### src/design/tbrr_pkg.sv
package tbrr_pkg;

    // Sizing of the pacer
    localparam int BURST      = 32;
    localparam int MAX_FLOWS  = 64;
    localparam int MAX_EMIT   = 32;

    // Field widths
    localparam int FRAC_W     = 32;
    localparam int RATE_W     = 40;
    localparam int FLOW_CNT_W = 7;
    localparam int NOW_W      = 64;
    localparam int BUFS_W     = 6;
    localparam int FLOW_IDX_W = 6;

    // Token level holds up to BURST whole tokens plus the fraction
    localparam int WHOLE_W    = $clog2(BURST + 1);
    localparam int LEVEL_W    = WHOLE_W + FRAC_W;
    localparam int GEN_W      = $clog2(MAX_EMIT + 1);

    // Digit-serial multiply of elapsed time by rate, MSB digit first
    localparam int DIGIT_W    = 8;
    localparam int DIGITS     = NOW_W / DIGIT_W;
    localparam int DIG_CNT_W  = $clog2(DIGITS);
    localparam int PP_W       = RATE_W + DIGIT_W;
    localparam int SUM_W      = PP_W + 1;

    // Configuration port
    localparam int CFG_IDX_W  = 2;
    localparam int CFG_DATA_W = RATE_W;
    localparam logic [CFG_IDX_W-1:0] CFG_RUN_ENABLE     = 2'd0;
    localparam logic [CFG_IDX_W-1:0] CFG_RATE_PER_CYCLE = 2'd1;
    localparam logic [CFG_IDX_W-1:0] CFG_FLOW_COUNT     = 2'd2;

    // Controller to datapath commands
    typedef struct packed {
        logic accept;    // capture request, start elapsed-time multiply
        logic mul_step;  // run one multiply digit
        logic load;      // add tokens, store poll time
        logic gen;       // take emit count off the tokens, load first flow
        logic advance;   // result taken, move to next flow
    } t_cmd;

    // Datapath to controller status
    typedef struct packed {
        logic active;    // enabled, nonzero rate and flows
        logic mul_done;  // last multiply digit in this cycle
        logic gen_zero;  // nothing to emit on this poll
        logic last;      // current result is the final one
    } t_sts;

endpackage

### src/design/tbrr_in_if.sv
interface tbrr_in_if;
    import tbrr_pkg::*;

    logic                  valid;
    logic                  ready;
    logic [NOW_W-1:0]      now_cycles;
    logic [BUFS_W-1:0]     free_buffers;

    modport source (output valid, output now_cycles, output free_buffers, input ready);
    modport sink   (input valid, input now_cycles, input free_buffers, output ready);
endinterface

### src/design/tbrr_out_if.sv
interface tbrr_out_if;
    import tbrr_pkg::*;

    logic                  valid;
    logic                  ready;
    logic [FLOW_IDX_W-1:0] flow_index;
    logic                  last;

    modport source (output valid, output flow_index, output last, input ready);
    modport sink   (input valid, input flow_index, input last, output ready);
endinterface

### src/design/tbrr_ctrl.sv
module tbrr_ctrl (
    input  logic          i_clk,
    input  logic          i_rst_n,
    input  logic          i_in_valid,
    input  logic          i_out_ready,
    input  tbrr_pkg::t_sts i_sts,
    output tbrr_pkg::t_cmd o_cmd,
    output logic          o_in_ready,
    output logic          o_out_valid
);
    import tbrr_pkg::*;

    typedef enum logic [4:0] {
        S_IDLE = 5'b00001,
        S_MUL  = 5'b00010,
        S_LOAD = 5'b00100,
        S_GEN  = 5'b01000,
        S_EMIT = 5'b10000
    } t_state;

    t_state r_state;
    t_state n_state;

    // Next state and commands
    always_comb begin
        n_state = r_state;
        o_cmd   = '0;
        unique case (r_state)
            S_IDLE: begin
                if (i_in_valid) begin
                    o_cmd.accept = 1'b1;
                    if (i_sts.active) begin
                        n_state = S_MUL;
                    end
                end
            end
            S_MUL: begin
                o_cmd.mul_step = 1'b1;
                if (i_sts.mul_done) begin
                    n_state = S_LOAD;
                end
            end
            S_LOAD: begin
                o_cmd.load = 1'b1;
                n_state    = S_GEN;
            end
            S_GEN: begin
                o_cmd.gen = 1'b1;
                n_state   = i_sts.gen_zero ? S_IDLE : S_EMIT;
            end
            S_EMIT: begin
                if (i_out_ready) begin
                    o_cmd.advance = 1'b1;
                    if (i_sts.last) begin
                        n_state = S_IDLE;
                    end
                end
            end
            default: begin
                n_state = S_IDLE;
            end
        endcase
    end

    assign o_in_ready  = (r_state == S_IDLE);
    assign o_out_valid = (r_state == S_EMIT);

    // Hold state
    always_ff @(posedge i_clk) begin
        if (!i_rst_n) begin
            r_state <= S_IDLE;
        end else begin
            r_state <= n_state;
        end
    end

endmodule

### src/design/tbrr_dp.sv
module tbrr_dp (
    input  logic                               i_clk,
    input  logic                               i_rst_n,
    input  logic                               i_cfg_we,
    input  logic [tbrr_pkg::CFG_IDX_W-1:0]     i_cfg_index,
    input  logic [tbrr_pkg::CFG_DATA_W-1:0]    i_cfg_data,
    input  logic [tbrr_pkg::NOW_W-1:0]         i_now_cycles,
    input  logic [tbrr_pkg::BUFS_W-1:0]        i_free_buffers,
    input  tbrr_pkg::t_cmd                     i_cmd,
    output tbrr_pkg::t_sts                     o_sts,
    output logic [tbrr_pkg::FLOW_IDX_W-1:0]    o_flow_index,
    output logic                               o_last
);
    import tbrr_pkg::*;

    localparam logic [LEVEL_W-1:0] LEVEL_CAP = {WHOLE_W'(BURST), FRAC_W'(0)};

    // Configuration
    logic                  r_run_enable;
    logic [RATE_W-1:0]     r_rate;
    logic [FLOW_CNT_W-1:0] r_flow_count;

    // Architectural state
    logic [LEVEL_W-1:0]    r_level;
    logic [NOW_W-1:0]      r_last_poll;
    logic [FLOW_IDX_W-1:0] r_next_flow;

    // Per-request work registers
    logic [NOW_W-1:0]      r_now;
    logic [BUFS_W-1:0]     r_bufs;
    logic [NOW_W-1:0]      r_elapsed;
    logic [LEVEL_W-1:0]    r_acc;
    logic [LEVEL_W-1:0]    r_thr;
    logic                  r_sat;
    logic [DIG_CNT_W-1:0]  r_dig;
    logic [FLOW_IDX_W-1:0] r_rr;
    logic [GEN_W-1:0]      r_left;

    logic [FLOW_CNT_W-1:0] w_flows;
    logic [DIGIT_W-1:0]    w_digit;
    logic [PP_W-1:0]       w_pp;
    logic [SUM_W-1:0]      w_sum;
    logic [7:0]            w_whole;
    logic [7:0]            w_bufs;
    logic [7:0]            w_min;
    logic [GEN_W-1:0]      w_gen;
    logic [FLOW_IDX_W-1:0] w_rr_start;
    logic [FLOW_CNT_W-1:0] w_rr_inc;
    logic [FLOW_IDX_W-1:0] w_rr_next;

    // Clamp flow count to the template table size
    assign w_flows = (r_flow_count > FLOW_CNT_W'(MAX_FLOWS)) ? FLOW_CNT_W'(MAX_FLOWS)
                                                             : r_flow_count;

    // One multiply digit: acc * 2^DIGIT_W + digit * rate
    assign w_digit = r_elapsed[NOW_W-1 -: DIGIT_W];
    assign w_pp    = w_digit * r_rate;
    assign w_sum   = SUM_W'({r_acc, DIGIT_W'(0)}) + SUM_W'(w_pp);

    // Emit count: smallest of whole tokens, free buffers and the per-poll limit
    always_comb begin
        w_whole = 8'(r_level[LEVEL_W-1:FRAC_W]);
        w_bufs  = 8'(r_bufs);
        w_min   = (w_whole < w_bufs) ? w_whole : w_bufs;
        if (w_min > 8'(MAX_EMIT)) begin
            w_min = 8'(MAX_EMIT);
        end
        w_gen = GEN_W'(w_min);
    end

    // Round-robin start and step, restart at flow zero when out of range
    assign w_rr_start = ({1'b0, r_next_flow} >= w_flows) ? '0 : r_next_flow;
    assign w_rr_inc   = FLOW_CNT_W'(r_rr) + FLOW_CNT_W'(1);
    assign w_rr_next  = (w_rr_inc >= w_flows) ? '0 : r_rr + FLOW_IDX_W'(1);

    assign o_sts.active   = r_run_enable && (r_rate != '0) && (w_flows != '0);
    assign o_sts.mul_done = (r_dig == DIG_CNT_W'(DIGITS - 1));
    assign o_sts.gen_zero = (w_gen == '0);
    assign o_sts.last     = (r_left == '0);

    assign o_flow_index = r_rr;
    assign o_last       = (r_left == '0);

    // Control and architectural state
    always_ff @(posedge i_clk) begin
        if (!i_rst_n) begin
            r_run_enable <= 1'b0;
            r_rate       <= '0;
            r_flow_count <= '0;
            r_level      <= '0;
            r_last_poll  <= '0;
            r_next_flow  <= '0;
            r_dig        <= '0;
            r_sat        <= 1'b0;
        end else begin
            if (i_cfg_we) begin
                unique case (i_cfg_index)
                    CFG_RUN_ENABLE:     r_run_enable <= i_cfg_data[0];
                    CFG_RATE_PER_CYCLE: r_rate       <= i_cfg_data[RATE_W-1:0];
                    CFG_FLOW_COUNT:     r_flow_count <= i_cfg_data[FLOW_CNT_W-1:0];
                    default: ;
                endcase
            end
            if (i_cmd.accept) begin
                r_dig <= '0;
                r_sat <= 1'b0;
            end
            if (i_cmd.mul_step) begin
                r_dig <= r_dig + DIG_CNT_W'(1);
                if (w_sum >= SUM_W'(r_thr)) begin
                    r_sat <= 1'b1;
                end
            end
            // Saturate at the burst cap, else add the product
            if (i_cmd.load) begin
                r_level     <= r_sat ? LEVEL_CAP : r_level + r_acc;
                r_last_poll <= r_now;
            end
            if (i_cmd.gen) begin
                r_level <= r_level - LEVEL_W'({w_gen, FRAC_W'(0)});
            end
            if (i_cmd.advance) begin
                r_next_flow <= w_rr_next;
            end
        end
    end

    // Payload registers
    always_ff @(posedge i_clk) begin
        if (i_cmd.accept) begin
            r_now     <= i_now_cycles;
            r_bufs    <= i_free_buffers;
            r_elapsed <= i_now_cycles - r_last_poll;
            r_acc     <= '0;
            r_thr     <= LEVEL_CAP - r_level;
        end
        if (i_cmd.mul_step) begin
            r_elapsed <= {r_elapsed[NOW_W-DIGIT_W-1:0], DIGIT_W'(0)};
            // Keep the partial product only while below the headroom
            if (!r_sat && (w_sum < SUM_W'(r_thr))) begin
                r_acc <= LEVEL_W'(w_sum);
            end
        end
        if (i_cmd.gen) begin
            r_rr   <= w_rr_start;
            r_left <= w_gen - GEN_W'(1);
        end
        if (i_cmd.advance) begin
            r_rr   <= w_rr_next;
            r_left <= r_left - GEN_W'(1);
        end
    end

endmodule

### src/design/token_bucket_round_robin_pacer_core.sv
// Channel   Dir  Payload                     Handshake
// i_req     in   now_cycles, free_buffers    valid/ready, one poll per request
// o_res     out  flow_index, last            valid/ready, up to 32 packets per request
// i_cfg_*   in   index, data                 write enable, no back-pressure
//
// An inactive poll is dropped without leaving idle. An active poll emits N
// packets (N up to 32): the 8-bit-digit multiply of elapsed time by rate,
// then a state that adds tokens, a state that takes the emit count, then one packet per
// cycle from the output register, each held while o_res.ready is low.
// i_req.ready is high only between polls. Synchronous active-low reset clears
// the configuration and the token, poll-time and round-robin state to zero.
module token_bucket_round_robin_pacer_core (
    input  logic                            i_clk,
    input  logic                            i_rst_n,
    tbrr_in_if.sink                         i_req,
    tbrr_out_if.source                      o_res,
    input  logic                            i_cfg_we,
    input  logic [tbrr_pkg::CFG_IDX_W-1:0]  i_cfg_index,
    input  logic [tbrr_pkg::CFG_DATA_W-1:0] i_cfg_data
);
    import tbrr_pkg::*;

    t_cmd w_cmd;
    t_sts w_sts;

    tbrr_ctrl u_ctrl (
        .i_clk       (i_clk),
        .i_rst_n     (i_rst_n),
        .i_in_valid  (i_req.valid),
        .i_out_ready (o_res.ready),
        .i_sts       (w_sts),
        .o_cmd       (w_cmd),
        .o_in_ready  (i_req.ready),
        .o_out_valid (o_res.valid)
    );

    tbrr_dp u_dp (
        .i_clk          (i_clk),
        .i_rst_n        (i_rst_n),
        .i_cfg_we       (i_cfg_we),
        .i_cfg_index    (i_cfg_index),
        .i_cfg_data     (i_cfg_data),
        .i_now_cycles   (i_req.now_cycles),
        .i_free_buffers (i_req.free_buffers),
        .i_cmd          (w_cmd),
        .o_sts          (w_sts),
        .o_flow_index   (o_res.flow_index),
        .o_last         (o_res.last)
    );

    // Final packet of a poll ends the run
    a_last_ends_run: assert property (@(posedge i_clk) disable iff (!i_rst_n)
        (o_res.valid && o_res.ready && o_res.last) |=> !o_res.valid)
        else $error("result valid after final packet");

    // A run continues until its final packet
    a_run_continues: assert property (@(posedge i_clk) disable iff (!i_rst_n)
        (o_res.valid && o_res.ready && !o_res.last) |=> o_res.valid)
        else $error("run stopped before final packet");

    // Inactive poll is dropped at once
    a_inactive_drop: assert property (@(posedge i_clk) disable iff (!i_rst_n)
        (i_req.valid && i_req.ready && !w_sts.active) |=> i_req.ready)
        else $error("inactive poll not dropped");

    // No new poll while packets are pending
    a_no_overlap: assert property (@(posedge i_clk) disable iff (!i_rst_n)
        o_res.valid |-> !i_req.ready)
        else $error("poll accepted during a run");

endmodule
### src/flat_wrapper.sv
// flat-port wrapper written by rule: the top's interface ports become plain ports
module token_bucket_round_robin_pacer_core_flat import tbrr_pkg::*;
  (i_clk, i_rst_n, i_cfg_we, i_cfg_index, i_cfg_data, i_req_valid, i_req_now_cycles, i_req_free_buffers, i_req_ready, o_res_valid, o_res_flow_index, o_res_last, o_res_ready);
  tbrr_in_if i_req_i ();
  tbrr_out_if o_res_i ();
  input  logic i_clk;
  input  logic i_rst_n;
  input  logic i_cfg_we;
  input  logic [tbrr_pkg::CFG_IDX_W-1:0] i_cfg_index;
  input  logic [tbrr_pkg::CFG_DATA_W-1:0] i_cfg_data;
  input wire logic [$bits(i_req_i.valid)-1:0] i_req_valid;
  input wire logic [$bits(i_req_i.now_cycles)-1:0] i_req_now_cycles;
  input wire logic [$bits(i_req_i.free_buffers)-1:0] i_req_free_buffers;
  output wire logic [$bits(i_req_i.ready)-1:0] i_req_ready;
  output wire logic [$bits(o_res_i.valid)-1:0] o_res_valid;
  output wire logic [$bits(o_res_i.flow_index)-1:0] o_res_flow_index;
  output wire logic [$bits(o_res_i.last)-1:0] o_res_last;
  input wire logic [$bits(o_res_i.ready)-1:0] o_res_ready;
  assign i_req_i.valid = i_req_valid;
  assign i_req_i.now_cycles = i_req_now_cycles;
  assign i_req_i.free_buffers = i_req_free_buffers;
  assign i_req_ready = i_req_i.ready;
  assign o_res_valid = o_res_i.valid;
  assign o_res_flow_index = o_res_i.flow_index;
  assign o_res_last = o_res_i.last;
  assign o_res_i.ready = o_res_ready;
  token_bucket_round_robin_pacer_core u_core (.i_clk(i_clk), .i_rst_n(i_rst_n), .i_req(i_req_i), .o_res(o_res_i), .i_cfg_we(i_cfg_we), .i_cfg_index(i_cfg_index), .i_cfg_data(i_cfg_data));
endmodule
### config.mk
export PLATFORM = sky130hd
export DESIGN_NAME = token_bucket_round_robin_pacer_core_flat
export DESIGN_NICKNAME = d
export VERILOG_FILES = /design/src/design/tbrr_pkg.sv /design/src/design/tbrr_in_if.sv /design/src/design/tbrr_out_if.sv /design/src/design/tbrr_ctrl.sv /design/src/design/tbrr_dp.sv /design/src/design/token_bucket_round_robin_pacer_core.sv /design/src/flat_wrapper.sv
export SDC_FILE = /design/constraint.sdc
export NUM_CORES = 2
export LEC_CHECK = 0
export ABC_AREA = 1
export CAP_MARGIN = 20
export CELL_PAD_IN_SITES_DETAIL_PLACEMENT = 1
export CELL_PAD_IN_SITES_GLOBAL_PLACEMENT = 2
export CORE_ASPECT_RATIO = 1.4
export CORE_MARGIN = 3
export CORE_UTILIZATION = 42
export CTS_CLUSTER_SIZE = 30
export DETAILED_ROUTE_END_ITERATION = 12
export DONT_BUFFER_PORTS = 1
export PLACE_DENSITY = 0.95
export SLEW_MARGIN = 10
export SYNTH_ARGS = -nofsm -noshare
export SYNTH_HDL_FRONTEND = slang
export SYNTH_SLANG_ARGS = --single-unit
### constraint.sdc
create_clock -name i_clk -period 11.2 [get_ports i_clk]
set_input_delay 0.56 -clock i_clk [delete_from_list [all_inputs] [get_ports i_clk]]
set_output_delay 0.56 -clock i_clk [all_outputs]
set_load 0.1 [all_outputs]
==> out/results.ini <==
[worst_setup_path]
path_common_cell = nand2_1
start_kind = flop
critPathArrivalTime_ns = 8.22
cp_slowest_cell = nand2_2
critical_path_class = flop to flop
critical_path_peak_fanout = 40
critPathMaxStageDelay_ns = 0.60
critPathCaptureType = flop
cp_data_required_time_ns = 11.68

[logic_synthesis]
syn_inst = 4829
synth_area_um2 = 35100
synth_warnings = 0
synth_top_cell_by_area = fa_1
synth_edf_count = 176
avgSynthCellArea_um2 = 7.27
synth_seq_cells = 387
async_reset_ff_frac = 0
ys_top_cells_by_area = fa_1 (15%), edfxtp_1 (15%), nand2_1 (12%), dfxtp_1 (12%), inv_1 (11%)
ys.flop_type = dfxtp_1
ys_types = 52
yosysMostFrequentCell = nand2_1
synth_top_area_share = 0.154
synth.top_cells.by_count = nand2_1 (1169), inv_1 (991), nor2_1 (425)
syn_nets = 5455
seq_area_frac_synth = 0.271

[grt]
first_global_vias = 33934
grt_pass1_wl_mm = 180
antenna_found_initial = 0
grt.overflow.total = 0
grt_max_degree = 117
grt_use_total = 0.260

[route]
vias = 30945
remaining_drc_errors = 0
routedWlPerCell_um = 19.4
dr.pass1.iters = 5
ant_nets = 0
via_per_inst = 5.28
drt_wl_total_mm = 113
drtIter0Drc = 1372

[timing]
fin_crit_ns = 7.74
drv_slew = 0
tns_ns = 0
rsz0062_at_grt = no
fmax_mhz = 129
finalSetupViolCount = 0
worst_pin_slew_ns = 1.09
max-slew-margin-rel = 0.275
fin_skew_ns = 0.0280
finalHoldViolations = 0
finalCritPeriodShare = 0.691

[placed_design]
place.port_buffers = 0
dp_hpwl_mm = 90.9
post_dp_cell_area_um2 = 36100
gp_congestion = 0.915

[floorplan]
dieArea_um2 = 87200
die_x_um = 250
start_util = 0.427
io_pins = 126
coreArea_um2 = 82200
die_y_um = 348
row_count = 124

[clock_network]
cts_made_buffers = 46
clk_latency_ns = 0.61
cts-htree-levels = 2
clkTransAtPathRegs_ns = 0.07
cts_sinks = 387
postCtsSetupRepairBufs = 0
cts_tree = built
cts_buffer_depth = 3
ctsHoldBuffers = 0
cts.repair.resized = 0
clock-root-buffer = clkbuf_16

[final_layout]
final_nets = 5377
diodes = 0
drive_gt1_frac = 0.0361
syn2layout_area_growth_pct = 7.27
nFillCells = 10432
fin_area_um2 = 37700

[status]
status = finished, final reports clean

[job]
drv_cap = 0

[pwr]
ir_worst_vdd_mv = 0.135
power_per_cell_area_nw_per_um2 = 134
p_leak_nw = 19.4

[min_path]
min_path_type = primary input to flop

[registers in the layout, summed over array words and instances, names as in the netlist]
name	count
u_core.u_dp.r_rate	40
u_core.u_dp.r_dig	3
u_core.u_dp.r_left	6
u_core.u_dp.r_sat	1
u_core.u_dp.r_acc	38
u_core.u_ctrl.r_state	5
u_core.u_dp.r_now	64
u_core.u_dp.r_thr	38
u_core.u_dp.r_last_poll	64
u_core.u_dp.r_run_enable	1
u_core.u_dp.r_flow_count	7
u_core.u_dp.r_next_flow	6
u_core.u_dp.o_flow_index	6
u_core.u_dp.r_bufs	6
u_core.u_dp.r_level	38
u_core.u_dp.r_elapsed	64
[where the power goes]
group / internal, mW / switching [mW]
Sequential: 1.71 / 0.0800
Clock: 0.922 / 0.676
Combinational: 0.495 / 1.17
[cells in the final DEF (no fill, tap or decap), types with 47 or more instances in the layout]
master	count
a31oi_1	49
nand2_1	1167
a21oi_1	347
inv_1	990
o21ai_0	274
fa_1	270
edfxtp_1	176
nand3_1	164
dfxtp_1	211
xor2_1	62
nor2_1	422
ha_1	239
clkbuf_16	47
[logic make-up (layout without fill, tap and decap cells)]
kind of cell | after synthesis | after routing | synth area share
AO/OA/AOI/OAI | 787 | 787 | 0.122
flip-flops | 387 | 387 | 0.271
XOR/XNOR | 100 | 100 | 0.0249
buffers and inverters | 1150 | 1109 | 0.124
AND/OR/NAND/NOR | 1896 | 1896 | 0.218
adder cells (fa/ha/maj) | 509 | 509 | 0.239
[area by class of cell]
cell class,count,area (um2),share of cell area
repair buffers,24,200,0.00531
inverters,1000,3760,0.0999
multi-input cells,3292,21300,0.565
clock buffers,58,1260,0.0334
well taps,1071,1340,0.0356
clock inverters,27,322,0.00854
flip-flops and latches,387,9510,0.252
[worst max-delay path: cells and delay by family, from the launching register on]
family	cells	cell delay, ns
fa+ha+maj	6	2.81
simple gates	16	2.73
compound gates	4	0.81
buf+inv	4	0.63
flops	1	0.32
xor+xnor	1	0.24
[layer usage]
metal	part of all wire	global-route usage
met1	0.37	0.269
met2	0.55	0.517
met3	0.024	0.0249
met4	0.056	0.128
met5	0	0
[path summary, 6_finish.rpt]
path / startpoint / to / slack (ns) / depth (start not counted)
max: u_core.u_dp.r_elapsed[63]$_DFFE_PP_ / u_core.u_dp.r_acc[36]$_DFF_P_ / 3.46 / 31
min: i_req_now_cycles[23] / u_core.u_dp.r_now[23]$_DFFE_PP_ / 0.04 / 0
max reg2reg: u_core.u_dp.r_elapsed[63]$_DFFE_PP_ / u_core.u_dp.r_acc[36]$_DFF_P_ / 3.46 / 31
min reg2reg: u_core.u_dp.r_last_poll[8]$_SDFFE_PN0P_ / u_core.u_dp.r_last_poll[8]$_SDFFE_PN0P_ / 0.45 / 2
[stage by stage]
step	std cells	hold WS (ns)	total power [mW]	util	worst slack, ns
3_5_place_dp	5774	0.448	3.48	0.439	3.54
4_1_cts	5859	0.00478	5.11	0.458	3.46
5_1_grt	5859	0.0133	5.37	0.458	2.97
2_1_floorplan	4829	0.430	2.96	-	4.89
3_3_place_gp	5774	0.440	3.43	0.439	3.83
6_report	5859	0.0397	5.05	0.458	3.46
Note: power is estimated with default switching activity, not from simulation.
